File: src/atc_pkg.sv
// shared types, widths and constants of the angle to rgb colour pipeline
`timescale 1ns / 1ps

package atc_pkg;

	localparam int ANGLE_BITS = 16;
	localparam int COLOR_BITS = 16;

	// hue path widths
	localparam int DEG_W = 8;
	localparam int HUE_W = 9;
	localparam int K_W   = 6;

	// numerator widths: n < 32A, 2n and s2 < 64A, every numerator <= 1200A
	localparam int N_W   = ANGLE_BITS + 5;
	localparam int M_W   = ANGLE_BITS + 6;
	localparam int NUM_W = ANGLE_BITS + 11;

	// rounding divide by 1200A: shift by A*16, then divide by 75
	localparam int QUOT_W  = COLOR_BITS + 7;
	localparam int RECIP_W = COLOR_BITS + 1;
	localparam int REM_W   = 8;
	localparam int DIV_75  = 75;
	localparam logic [RECIP_W-1:0] RECIP_75 = RECIP_W'((64'd1 << QUOT_W) / DIV_75);

	localparam int HALF_TURN_DEG = 180;
	localparam int SECTOR_DEG    = 60;

	localparam int PIPE_LATENCY = 7;

	localparam int CHAN_R = 0;
	localparam int CHAN_G = 1;
	localparam int CHAN_B = 2;

	typedef enum logic [2:0] {
		SEC_R_Y,
		SEC_Y_G,
		SEC_G_C,
		SEC_C_B,
		SEC_B_M,
		SEC_M_R
	} sector_t;

	typedef struct packed {
		logic        [ANGLE_BITS-1:0] polar_angle;
		logic signed [ANGLE_BITS-1:0] azimuth_angle;
	} angles_t;

	typedef struct packed {
		logic [COLOR_BITS-1:0] red;
		logic [COLOR_BITS-1:0] green;
		logic [COLOR_BITS-1:0] blue;
	} color_t;

	typedef struct packed {
		logic                  dark;
		sector_t               sector;
		logic [K_W-1:0]        k;
		logic [ANGLE_BITS-1:0] pol;
	} hue_info_t;

	typedef logic [2:0][NUM_W-1:0] num_set_t;

endpackage

File: src/atc_hue.sv
// hue stages: azimuth to whole degrees, then sector and offset within sector
`timescale 1ns / 1ps

module atc_hue (
	input  logic               clk,
	input  logic               arst_n,
	input  logic               in_valid,
	input  atc_pkg::angles_t   angles,
	output logic               out_valid,
	output atc_pkg::hue_info_t info
);

	localparam int AB = atc_pkg::ANGLE_BITS;
	localparam int DW = atc_pkg::DEG_W;
	localparam int HW = atc_pkg::HUE_W;
	localparam int KW = atc_pkg::K_W;
	localparam int PW = AB + DW;

	localparam logic [DW-1:0] DEG_HALF = DW'(atc_pkg::HALF_TURN_DEG);
	localparam logic [HW-1:0] HUE_HALF = HW'(atc_pkg::HALF_TURN_DEG);
	localparam logic [HW-1:0] START1   = HW'(1 * atc_pkg::SECTOR_DEG);
	localparam logic [HW-1:0] START2   = HW'(2 * atc_pkg::SECTOR_DEG);
	localparam logic [HW-1:0] START3   = HW'(3 * atc_pkg::SECTOR_DEG);
	localparam logic [HW-1:0] START4   = HW'(4 * atc_pkg::SECTOR_DEG);
	localparam logic [HW-1:0] START5   = HW'(5 * atc_pkg::SECTOR_DEG);

	logic [AB-1:0] az;
	logic          neg;
	logic [AB-1:0] mag;
	logic [PW-1:0] deg_prod;

	logic [DW-1:0] deg_s1;
	logic          neg_s1;
	logic [AB-1:0] pol_s1;
	logic          valid_s1;

	logic [HW-1:0]      hue;
	logic [HW-1:0]      base;
	atc_pkg::sector_t   sector;
	atc_pkg::hue_info_t info_s2;
	logic               valid_s2;

	// magnitude of the azimuth, degrees truncate toward zero
	always_comb begin
		az       = angles.azimuth_angle;
		neg      = az[AB-1];
		mag      = neg ? (~az + AB'(1)) : az;
		deg_prod = PW'(mag) * PW'(DEG_HALF);
	end

	always_ff @(posedge clk or negedge arst_n) begin
		if (!arst_n) begin
			valid_s1 <= 1'b0;
			valid_s2 <= 1'b0;
		end else begin
			valid_s1 <= in_valid;
			valid_s2 <= valid_s1;
		end
	end

	always_ff @(posedge clk) begin
		deg_s1 <= deg_prod[AB-1 +: DW];
		neg_s1 <= neg;
		pol_s1 <= angles.polar_angle;
	end

	always_comb begin
		hue = neg_s1 ? (HUE_HALF - HW'(deg_s1)) : (HUE_HALF + HW'(deg_s1));
		if (hue >= START5) begin
			sector = atc_pkg::SEC_M_R;
			base   = START5;
		end else if (hue >= START4) begin
			sector = atc_pkg::SEC_B_M;
			base   = START4;
		end else if (hue >= START3) begin
			sector = atc_pkg::SEC_C_B;
			base   = START3;
		end else if (hue >= START2) begin
			sector = atc_pkg::SEC_G_C;
			base   = START2;
		end else if (hue >= START1) begin
			sector = atc_pkg::SEC_Y_G;
			base   = START1;
		end else begin
			sector = atc_pkg::SEC_R_Y;
			base   = '0;
		end
	end

	always_ff @(posedge clk) begin
		info_s2.sector <= sector;
		info_s2.k      <= KW'(hue - base);
		// lightness below one half exactly when theta is below pi/2
		info_s2.dark   <= ~pol_s1[AB-1];
		info_s2.pol    <= pol_s1;
	end

	assign out_valid = valid_s2;
	assign info      = info_s2;

endmodule

File: src/atc_num.sv
// numerator stages: value and ramp numerators over 1200A, then sector routing
`timescale 1ns / 1ps

module atc_num (
	input  logic               clk,
	input  logic               arst_n,
	input  logic               in_valid,
	input  atc_pkg::hue_info_t info,
	output logic               out_valid,
	output atc_pkg::num_set_t  num
);

	localparam int AB  = atc_pkg::ANGLE_BITS;
	localparam int NW  = atc_pkg::N_W;
	localparam int MW  = atc_pkg::M_W;
	localparam int KW  = atc_pkg::K_W;
	localparam int UW  = atc_pkg::NUM_W;
	localparam int PW  = MW + KW;

	localparam logic [NW-1:0] A_ONE  = NW'(1) << AB;
	localparam logic [MW-1:0] A_38   = MW'(38) << AB;
	localparam logic [UW-1:0] DEN60  = UW'(1200) << AB;
	localparam logic [KW-1:0] SPAN   = KW'(atc_pkg::SECTOR_DEG);
	localparam logic [AB:0]   A_WIDE = (AB + 1)'(1) << AB;

	logic [NW-1:0] n;
	logic [MW-1:0] s2;
	logic [MW-1:0] m;
	logic [PW-1:0] pa_full;
	logic [PW-1:0] pb_full;
	logic [AB:0]   bright_ofs;

	logic [UW-1:0]    pa_s3;
	logic [UW-1:0]    pb_s3;
	logic [UW-1:0]    nv_s3;
	logic [UW-1:0]    np_s3;
	logic             dark_s3;
	atc_pkg::sector_t sector_s3;
	logic             valid_s3;

	logic [UW-1:0]     nq;
	logic [UW-1:0]     nt;
	atc_pkg::num_set_t num_c;
	atc_pkg::num_set_t num_s4;
	logic              valid_s4;

	// n = A + 18P, s2 = 2(19A - 18P); ramps share one pair of multipliers
	always_comb begin
		n          = A_ONE + NW'(info.pol) * NW'(18);
		s2         = A_38 - MW'(info.pol) * MW'(36);
		m          = info.dark ? {n, 1'b0} : s2;
		pa_full    = PW'(m) * PW'(info.k);
		pb_full    = PW'(m) * PW'(SPAN - info.k);
		bright_ofs = {info.pol, 1'b0} - A_WIDE;
	end

	always_ff @(posedge clk or negedge arst_n) begin
		if (!arst_n) begin
			valid_s3 <= 1'b0;
			valid_s4 <= 1'b0;
		end else begin
			valid_s3 <= in_valid;
			valid_s4 <= valid_s3;
		end
	end

	always_ff @(posedge clk) begin
		pa_s3     <= pa_full[UW-1:0];
		pb_s3     <= pb_full[UW-1:0];
		nv_s3     <= info.dark ? UW'(n) * UW'(120) : DEN60;
		np_s3     <= info.dark ? '0 : UW'(bright_ofs) * UW'(1080);
		dark_s3   <= info.dark;
		sector_s3 <= info.sector;
	end

	always_comb begin
		nq = dark_s3 ? pb_s3 : (DEN60 - pa_s3);
		nt = dark_s3 ? pa_s3 : (DEN60 - pb_s3);
		case (sector_s3)
			atc_pkg::SEC_R_Y: begin
				num_c[atc_pkg::CHAN_R] = nv_s3;
				num_c[atc_pkg::CHAN_G] = nt;
				num_c[atc_pkg::CHAN_B] = np_s3;
			end
			atc_pkg::SEC_Y_G: begin
				num_c[atc_pkg::CHAN_R] = nq;
				num_c[atc_pkg::CHAN_G] = nv_s3;
				num_c[atc_pkg::CHAN_B] = np_s3;
			end
			atc_pkg::SEC_G_C: begin
				num_c[atc_pkg::CHAN_R] = np_s3;
				num_c[atc_pkg::CHAN_G] = nv_s3;
				num_c[atc_pkg::CHAN_B] = nt;
			end
			atc_pkg::SEC_C_B: begin
				num_c[atc_pkg::CHAN_R] = np_s3;
				num_c[atc_pkg::CHAN_G] = nq;
				num_c[atc_pkg::CHAN_B] = nv_s3;
			end
			atc_pkg::SEC_B_M: begin
				num_c[atc_pkg::CHAN_R] = nt;
				num_c[atc_pkg::CHAN_G] = np_s3;
				num_c[atc_pkg::CHAN_B] = nv_s3;
			end
			atc_pkg::SEC_M_R: begin
				num_c[atc_pkg::CHAN_R] = nv_s3;
				num_c[atc_pkg::CHAN_G] = np_s3;
				num_c[atc_pkg::CHAN_B] = nq;
			end
			default: begin
				num_c[atc_pkg::CHAN_R] = nv_s3;
				num_c[atc_pkg::CHAN_G] = nt;
				num_c[atc_pkg::CHAN_B] = np_s3;
			end
		endcase
	end

	always_ff @(posedge clk) begin
		num_s4 <= num_c;
	end

	assign out_valid = valid_s4;
	assign num       = num_s4;

endmodule

File: src/atc_scale.sv
// scaling stages: round each numerator over 1200A to a saturated colour code
`timescale 1ns / 1ps

module atc_scale (
	input  logic              clk,
	input  logic              arst_n,
	input  logic              in_valid,
	input  atc_pkg::num_set_t num,
	output logic              out_valid,
	output atc_pkg::color_t   color
);

	localparam int AB = atc_pkg::ANGLE_BITS;
	localparam int CB = atc_pkg::COLOR_BITS;
	localparam int UW = atc_pkg::NUM_W;
	localparam int QW = atc_pkg::QUOT_W;
	localparam int RW = atc_pkg::RECIP_W;
	localparam int EW = atc_pkg::REM_W;
	localparam int SW = UW + CB;
	localparam int XW = QW + RW;

	localparam logic [SW-1:0] ROUND_HALF = SW'(600) << AB;
	localparam logic [QW-1:0] DIV_Q      = QW'(atc_pkg::DIV_75);
	localparam logic [EW-1:0] DIV_E      = EW'(atc_pkg::DIV_75);

	logic [2:0][CB-1:0] chan_c;
	logic [2:0][CB-1:0] chan_s7;
	logic               valid_s5;
	logic               valid_s6;
	logic               valid_s7;

	always_ff @(posedge clk or negedge arst_n) begin
		if (!arst_n) begin
			valid_s5 <= 1'b0;
			valid_s6 <= 1'b0;
			valid_s7 <= 1'b0;
		end else begin
			valid_s5 <= in_valid;
			valid_s6 <= valid_s5;
			valid_s7 <= valid_s6;
		end
	end

	for (genvar i = 0; i < 3; i++) begin : g_lane
		logic [SW-1:0] sum;
		logic [QW-1:0] t_s5;
		logic [QW-1:0] t_s6;
		logic [XW-1:0] prod_s6;
		logic [RW-1:0] q0;
		logic [QW-1:0] back;
		logic [QW-1:0] diff;
		logic [RW-1:0] q;

		// add half the divisor, drop the power of two part (16A) of 1200A
		assign sum = {num[i], {CB{1'b0}}} + ROUND_HALF;

		always_ff @(posedge clk) begin
			t_s5 <= sum[AB + 4 +: QW];
		end

		always_ff @(posedge clk) begin
			prod_s6 <= XW'(t_s5) * XW'(atc_pkg::RECIP_75);
			t_s6    <= t_s5;
		end

		// reciprocal estimate is low by at most one
		always_comb begin
			q0   = prod_s6[QW +: RW];
			back = QW'(q0) * DIV_Q;
			diff = t_s6 - back;
			q    = (diff[EW-1:0] >= DIV_E) ? (q0 + RW'(1)) : q0;
		end

		assign chan_c[i] = q[CB] ? {CB{1'b1}} : q[CB-1:0];
	end

	always_ff @(posedge clk) begin
		chan_s7 <= chan_c;
	end

	assign out_valid   = valid_s7;
	assign color.red   = chan_s7[atc_pkg::CHAN_R];
	assign color.green = chan_s7[atc_pkg::CHAN_G];
	assign color.blue  = chan_s7[atc_pkg::CHAN_B];

endmodule

File: src/angle_to_rgb_color_unit.sv
// top level: polar and azimuth angles to an rgb colour through a seven-stage pipeline
// throughput: one transfer per clock, set by the seven register stages that all advance every cycle
// busy is held low, as results are never held off and no stage waits on another
// reset: arst_n clears the stage valid bits only, data path registers keep whatever they hold
`timescale 1ns / 1ps

module angle_to_rgb_color_unit (
	input  logic             clk,
	input  logic             arst_n,
	input  logic             start,
	output logic             busy,
	input  atc_pkg::angles_t angles,
	output logic             done,
	output atc_pkg::color_t  color
);

	localparam int AB  = atc_pkg::ANGLE_BITS;
	localparam int CB  = atc_pkg::COLOR_BITS;
	localparam int LAT = atc_pkg::PIPE_LATENCY;

	localparam logic [CB-1:0] FULL = {CB{1'b1}};

	logic               accept;
	logic               hue_valid;
	atc_pkg::hue_info_t hue_info;
	logic               num_valid;
	atc_pkg::num_set_t  num_set;

	// every stage moves on each clock, so a new transfer can always be taken
	assign busy   = 1'b0;
	assign accept = start & ~busy;

	// stages 1 and 2: degrees of azimuth, sector and offset, dark or bright half
	atc_hue u_hue (
		.clk       (clk),
		.arst_n    (arst_n),
		.in_valid  (accept),
		.angles    (angles),
		.out_valid (hue_valid),
		.info      (hue_info)
	);

	// stages 3 and 4: hsv numerators over a common denominator, routed per sector
	atc_num u_num (
		.clk       (clk),
		.arst_n    (arst_n),
		.in_valid  (hue_valid),
		.info      (hue_info),
		.out_valid (num_valid),
		.num       (num_set)
	);

	// stages 5 to 7: rounding divide by the common denominator and saturation
	atc_scale u_scale (
		.clk       (clk),
		.arst_n    (arst_n),
		.in_valid  (num_valid),
		.num       (num_set),
		.out_valid (done),
		.color     (color)
	);

`ifndef SYNTHESIS
	// a colour only ever follows an accepted transfer
	a_done_follows_start : assert property (@(posedge clk) disable iff (!arst_n)
		done |-> $past(accept, LAT))
		else $error("colour strobe without an accepted transfer");

	// bright half: value is one, so some channel is at full scale
	a_bright_has_full : assert property (@(posedge clk) disable iff (!arst_n)
		(done && $past(accept && angles.polar_angle[AB-1], LAT)) |->
			(color.red == FULL || color.green == FULL || color.blue == FULL))
		else $error("bright colour without a full scale channel");

	// dark half: saturation is one, so some channel is zero
	a_dark_has_zero : assert property (@(posedge clk) disable iff (!arst_n)
		(done && $past(accept && !angles.polar_angle[AB-1], LAT)) |->
			(color.red == '0 || color.green == '0 || color.blue == '0))
		else $error("dark colour without a zero channel");
`endif

endmodule

File: config.mk
export PLATFORM = sky130hd
export DESIGN_NAME = angle_to_rgb_color_unit
export DESIGN_NICKNAME = d
export VERILOG_FILES = /design/src/atc_pkg.sv /design/src/atc_hue.sv /design/src/atc_num.sv /design/src/atc_scale.sv /design/src/angle_to_rgb_color_unit.sv
export SDC_FILE = /design/constraint.sdc
export NUM_CORES = 2
export LEC_CHECK = 0
export ABC_AREA = 1
export BUFFER_PORTS_ARGS = -buffer_cell sky130_fd_sc_hd__buf_4
export CORE_MARGIN = 4
export CORE_UTILIZATION = 40
export CTS_BUF_LIST = sky130_fd_sc_hd__clkbuf_16
export DETAILED_ROUTE_END_ITERATION = 16
export HOLD_SLACK_MARGIN = 0.06
export SLEW_MARGIN = 0
export SYNTH_ARGS = -nofsm -noshare
export SYNTH_HDL_FRONTEND = slang
export SYNTH_SLANG_ARGS = --single-unit
export TNS_END_PERCENT = 5
File: constraint.sdc
create_clock -name clk -period 9.05 [get_ports clk]
set_input_delay 0.905 -clock clk [delete_from_list [all_inputs] [get_ports clk]]
set_output_delay 0.905 -clock clk [all_outputs]
set_load 0.1 [all_outputs]
; ---- Word-level counts from Yosys, hierarchy flattened
; Index checks and enable logic that the tools add are counted.
[word_totals]
register_bits = 497
latch_bits = 0
ramBits = 0
romBits = 0
in_bits = 35
output_inout_bits = 50
wordCells = 102
n_memories = 0
[classes]
n_addsub = 19
n_mul = 13
div_mod_pow = 0
order_cmp = 8
n_eq_ne = 5
shift = 0
muxes = 18
bitwise = 2
n_reduce_logical = 1
[ops]
columns = cell, count
row1 = $pmux W81 S5, 1
row2 = $add A43 B26 Y43 const B, 3
row3 = $mul A23 B14 Y37 const B, 3
row4 = $mux W27, 2
row5 = $sub A27 B27 Y27 const A, 2
row6 = $add A17 B1 Y17 const B, 3
row7 = $mul A17 B7 Y8 const B, 3
row8 = $mux W17, 3
row9 = $mul A16 B4 Y20 const B, 2
row10 = $mux W6, 5
row11 = $mul A22 B28 Y27, 1
row12 = $mul A22 B6 Y27, 1
row13 = $ge A8 B7 Y1 const B, 3
row14 = $mul A17 B8 Y24 const B, 1
row15 = $mul A21 B4 Y24 const B, 1
row16 = $sub A8 B8 Y8, 3
row17 = $mux W22, 1
row18 = $sub A22 B22 Y22 const A, 1
row19 = $add A17 B21 Y21 const A, 1
row20 = $mul A16 B6 Y21 const B, 1
row21 = $ge A9 B8 Y1 const B, 2
row22 = $sub A17 B17 Y17 const B, 1
row23 = $add A16 B1 Y16 const B, 1
row24 = $mux W16, 1
row25 = 16 further kinds, 20

; ---- Longest topological paths before layout
[depth]
ltp_word = 9
mapped_depth = 41

; ---- Hierarchy
; A second synthesis with hierarchy kept.
[unflattened]
cells_unflattened = 6751
hier_area_um2 = 54661.2
[modules_own_cells]
columns = mod, n_inst, cells_each, area_per_inst_um2, seq_area_each_um2
row1 = atc_scale, 1, 3601, 30649.4, 3918.8
row2 = atc_num, 1, 2675, 20229.4, 3533.4
row3 = atc_hue, 1, 473, 3771.1, 1071.0
row4 = angle_to_rgb_color_unit, 1, 2, 11.3, 0.0

; ---- Least setup slack after synthesis
; No wires, ideal clock.
[synth_path]
path_kind = register -> register
startpoint = reg u_hue.info_s2, in the netlist u_hue.info[1]
endpoint = reg u_num.pb_s3[26]
setup_time_ps = 112
arrival_ps = 7993
slack_ps = 944
stages_incl_launch_ff = 38
n_path_buf = 0
path_cell_list = dfxtp_1 ha_1 ha_1 fa_1 nand3_1 nand2_1 xor2_1 inv_1 ha_1 inv_1 nor2_1 nand2_1 nor2_1 nand2_1 nand3_2 nand3_1 o21ai_0 inv_1 (+2 left out) fa_1 inv_1 fa_1 fa_1 fa_1 fa_1 inv_1 fa_1 inv_1 ha_1 nand2_1 nor4_1 nand4_1 nand3_1 xor2_1 inv_1 nand2_1 nand2_1
[synth_between]
elab_chain_cells = 4
word_cells_on_any_way = 6
[synth_rtl]
columns = item, line_no
row1 = "start, declared", atc_hue.sv:40  ; atc_pkg::hue_info_t info_s2;
row2 = $mul A16 B4 Y20, "atc_num.sv:49, atc_num.sv:50"
row3 = $sub A22 B22 Y22 or $add A17 B21 Y21 (tied branches), "atc_num.sv:50, atc_num.sv:49"
row4 = $mux W22 *, atc_num.sv:51  ; m = info.dark ? {n, 1'b0} : s2;
row5 = $mul A22 B28 Y27 *, atc_num.sv:53  ; pb_full = PW'(m) * PW'(SPAN - info.k);
row6 = net u_num.pb_full[26], atc_num.sv:30  ; logic [PW-1:0] pb_full;
row7 = "end signal, assigned", atc_num.sv:69  ; pb_s3 <= pb_full[UW-1:0];
row8 = "end, declared", atc_num.sv:34  ; logic [UW-1:0] pb_s3;
; The timed path passes the listed nets; every way through them passes the cells marked *.
; A chain may end at the register's enable or synchronous reset.

; ---- Worst setup path in the final report
[layout_path]
startpoint = reg u_hue.info_s2, in the netlist u_hue.info[4]
endpoint = reg u_num.pb_s3[26]
; The elaborated chain is that of the path after synthesis.

==> flow_summary.ini <==
[drt]
met3_wire_len_mm = 5.53
wl_met1_mm = 60.3
first_iter_violations = 1993
drt-vias-per-instance = 4.92
detail-route-antenna-nets = 0
routed-via-count = 39538
wl_per_cell_um = 16.2
met2_routed_wirelength_mm = 59.7
drtPass1Iterations = 5
drcViolationCount = 0
routed_wirelength_mm = 130
highest_layer = met5

[global_routing]
globalRoute.totalOverflow = 0
grt_pass1_wl_mm = 219
via_count_of_the_first_global_routing_pass = 41636
number_of_antenna_violations_at_the_first_check_in_global_routing = 2
overall_global_routing_resource_usage = 0.191
grt_start_max_net_pins = 74

[die]
floorplan.io_pins = 85
std_cell_rows = 133
start_util = 0.404
design.die.area_um2 = 139000
dieHeight_um = 373
die_width_um = 373
core_area_um2 = 132000

[critical_path]
critical_path.slowest_cell = sky130_fd_sc_hd__fa_1
critPathKind = reg -> reg
cp_slowest_stage_delay_ns = 0.68
reg2reg_slack_ns = 0.52
launch_point_of_the_critical_path = u_hue.info[4]
timing.critical_path.arrival_ns = 9.07
cp-end-kind = flop
worstSetupStartpointType = flop
crit_path_max_fanout = 7
worstReg2RegStart = u_hue.info[4]
rr_worst_depth = 34
r2r-end = u_num.pb_s3[26]
critPathCapture = u_num.pb_s3[26]
cp_data_required_time_ns = 9.60

[clock_tree]
ctsHtreeMaxLevel = 2
clock-sinks = 421
clockBufferDepth = 3
number_of_clock_buffers_inserted_by_tritoncts = 52
tritoncts = built
cts_setup_buffers = 0
clk-insertion-delay-late_ns = 0.66
cts.root.buffer_cell = sky130_fd_sc_hd__clkbuf_16
worst_setup_hold_path_clk_slew_ns = 0.06

[timing]
timing.final.max_slew_violations = 0
setup_tns_after_final_layout_ns = 0
tightestPinTransition_ns = 1.29
unrepaired_setup_endpoints_after_global_routing = false
clock_skew_ns = 0.0485
final_critical_path_required_period_ns = 8.53
timing.final.crit_share = 0.942
final_report_hold_violation_count = 0
fmax_mhz = 117
timing.final.setup_violations = 0
timing.slew.headroom = 0.139

[yosys]
netlist_instances = 6125
synth-edff-count = 0
synth_ff_type = sky130_fd_sc_hd__dfxtp_1
yosysWarnings = 0
netlist.top_cell.by_area = sky130_fd_sc_hd__fa_1
synthesis.area_per_instance_um2 = 8.71
yosysTopAreaCellShare = 0.283
yosys-top-cells-area = sky130_fd_sc_hd__fa_1 28%, sky130_fd_sc_hd__ha_1 19%, sky130_fd_sc_hd__dfxtp_1 16%
synth-seq-cells = 421
synthArstFlopShare = 0.0166
syn-cell-area_um2 = 53400
synth_fp_nets = 7721
synthTopCellsByCount = 1322 x sky130_fd_sc_hd__inv_1, 861 x sky130_fd_sc_hd__nand2_1, 806 x sky130_fd_sc_hd__ha_1
post-synth-top-count-cell = sky130_fd_sc_hd__inv_1
synth_cell_types = 71
share_of_synthesized_area_occupied_by_flip_flops_and_latches = 0.159

[final_layout]
num-nets-final = 7830
number_of_inserted_filler_cells_in_the_final_layout = 12900
relative_area_change_from_synthesis_to_final_layout_pct = 8.78
drive_above_1_share = 0.0486

[run]
maxCapViolations = 0

[outcome]
outcome = finished, final reports clean

[placement]
gp_routability_congestion = 0.909
io_buffer_count = 83
dp_hpwl_mm = 112

[min_path]
holdCritPathClass = reg -> reg
hp-start = u_hue.pol_s1[11]
==> logic make-up (layout without fill, tap and decap cells) <==
kind of cell	after synthesis	after routing	share of synthesized area
AO/OA/AOI/OAI	761	761	0.0827
XOR/XNOR	319	319	0.0526
adder cells (fa/ha/maj)	1561	1561	0.472
buffers and inverters	1414	1567	0.101
flip-flops	421	421	0.159
other	1	4	0.0000703
AND/OR/NAND/NOR	1648	1648	0.133
==> timing repair <==
item | in CTS | in global routing
endpoints found under the setup margin | 0 | 4
hold buffers | 1 | 0
gates resized for setup | 0 | 10
hold endpoints to repair | 7 | 0
==> placed cells by master (no fill, tap or decap), drive strengths merged, types with 10 or more instances in the layout <==
cell type	Yosys	final
inv	1333	1346
nand2	875	875
ha	806	806
fa	755	755
dfxtp	414	414
nor2	369	369
a21oi	289	289
o21ai	265	265
nand3	226	226
xor2	209	209
buf	18	128
xnor2	110	110
nand4	70	70
clkbuf	56	53
nor3	43	43
o2111ai	30	30
a22oi	28	28
nor4	28	28
clkinv	7	28
o21a	25	25
a31oi	17	17
nand3b	14	14
or2	14	14
o31ai	13	13
o221ai	13	13
a21o	12	12
a221oi	12	12
o22ai	11	11
a211oi	10	10
==> registers in the layout (all words and copies together), names as in the netlist, 3 cells and up <==
name	cells
u_num.np_s3	23
u_num.num	72
u_num.pa_s3	25
u_num.nv_s3	23
u_scale.color	48
u_num.sector_s3	3
u_scale.g_lane.t_s6	24
u_num.pb_s3	24
u_hue.pol_s1	16
u_scale.g_lane.prod_s6	51
u_scale.g_lane.t_s5	69
u_hue.deg_s1	8
u_hue.info	26
==> worst min-delay path by stage <==
stage,end,slack (ns),cells past startpoint
after floorplan,u_hue.info[0],0.31,0
after global placement,u_hue.info[13],0.31,0
after detailed placement,u_hue.info[10],0.31,0
after CTS,u_hue.pol_s1[7],0.31,1
after global routing,u_hue.pol_s1[2],0.32,1
final,u_hue.info[11],0.32,0
==> per-stage QoR <==
stage               utilization  std cells  hold WS (ns)  setup slack [ns]  instance area, µm²
floorplan                     -       6125         0.310             0.944               53400
global placement          0.426       7934         0.313             0.258               56200
detailed placement        0.426       7934         0.314             0.220               56200
CTS                       0.440       8033         0.309             0.135               58000
global route              0.440       8033         0.319            0.0356               58000
finish                    0.440       8036         0.325             0.523               58000
==> final cells by class <==
| cell class | count | area, µm² | area share |
|---|---|---|---|
| multi-input cells | 4290 | 39600 | 0.682 |
| flip-flops and latches | 421 | 8460 | 0.146 |
| inverters | 1340 | 5030 | 0.0867 |
| well taps | 1755 | 2200 | 0.0378 |
| clock buffers | 53 | 1330 | 0.0228 |
| repair buffers | 129 | 971 | 0.0167 |
| clock inverters | 45 | 479 | 0.00826 |
| diodes | 3 | 7.51 | 0.000129 |
==> critical path: cells and delay by family (launching register included) <==
family	cells	cell delay [ns]
compound gates	1	0.11
xor+xnor	2	0.38
fa+ha+maj	12	5.16
buf+inv	8	0.83
flops	1	0.39
simple gates	11	1.56
==> layer usage <==
metal / vias up / track usage
met4: 2 / 0.0602
met1: 18940 / 0.259
li1: 19610 / -
met5: - / 0
met2: 774 / 0.316
met3: 212 / 0.0260
Power is left out: the tool's default activity adds up to more than one toggle a clock period on the data nets, which glitch-free logic cannot reach.
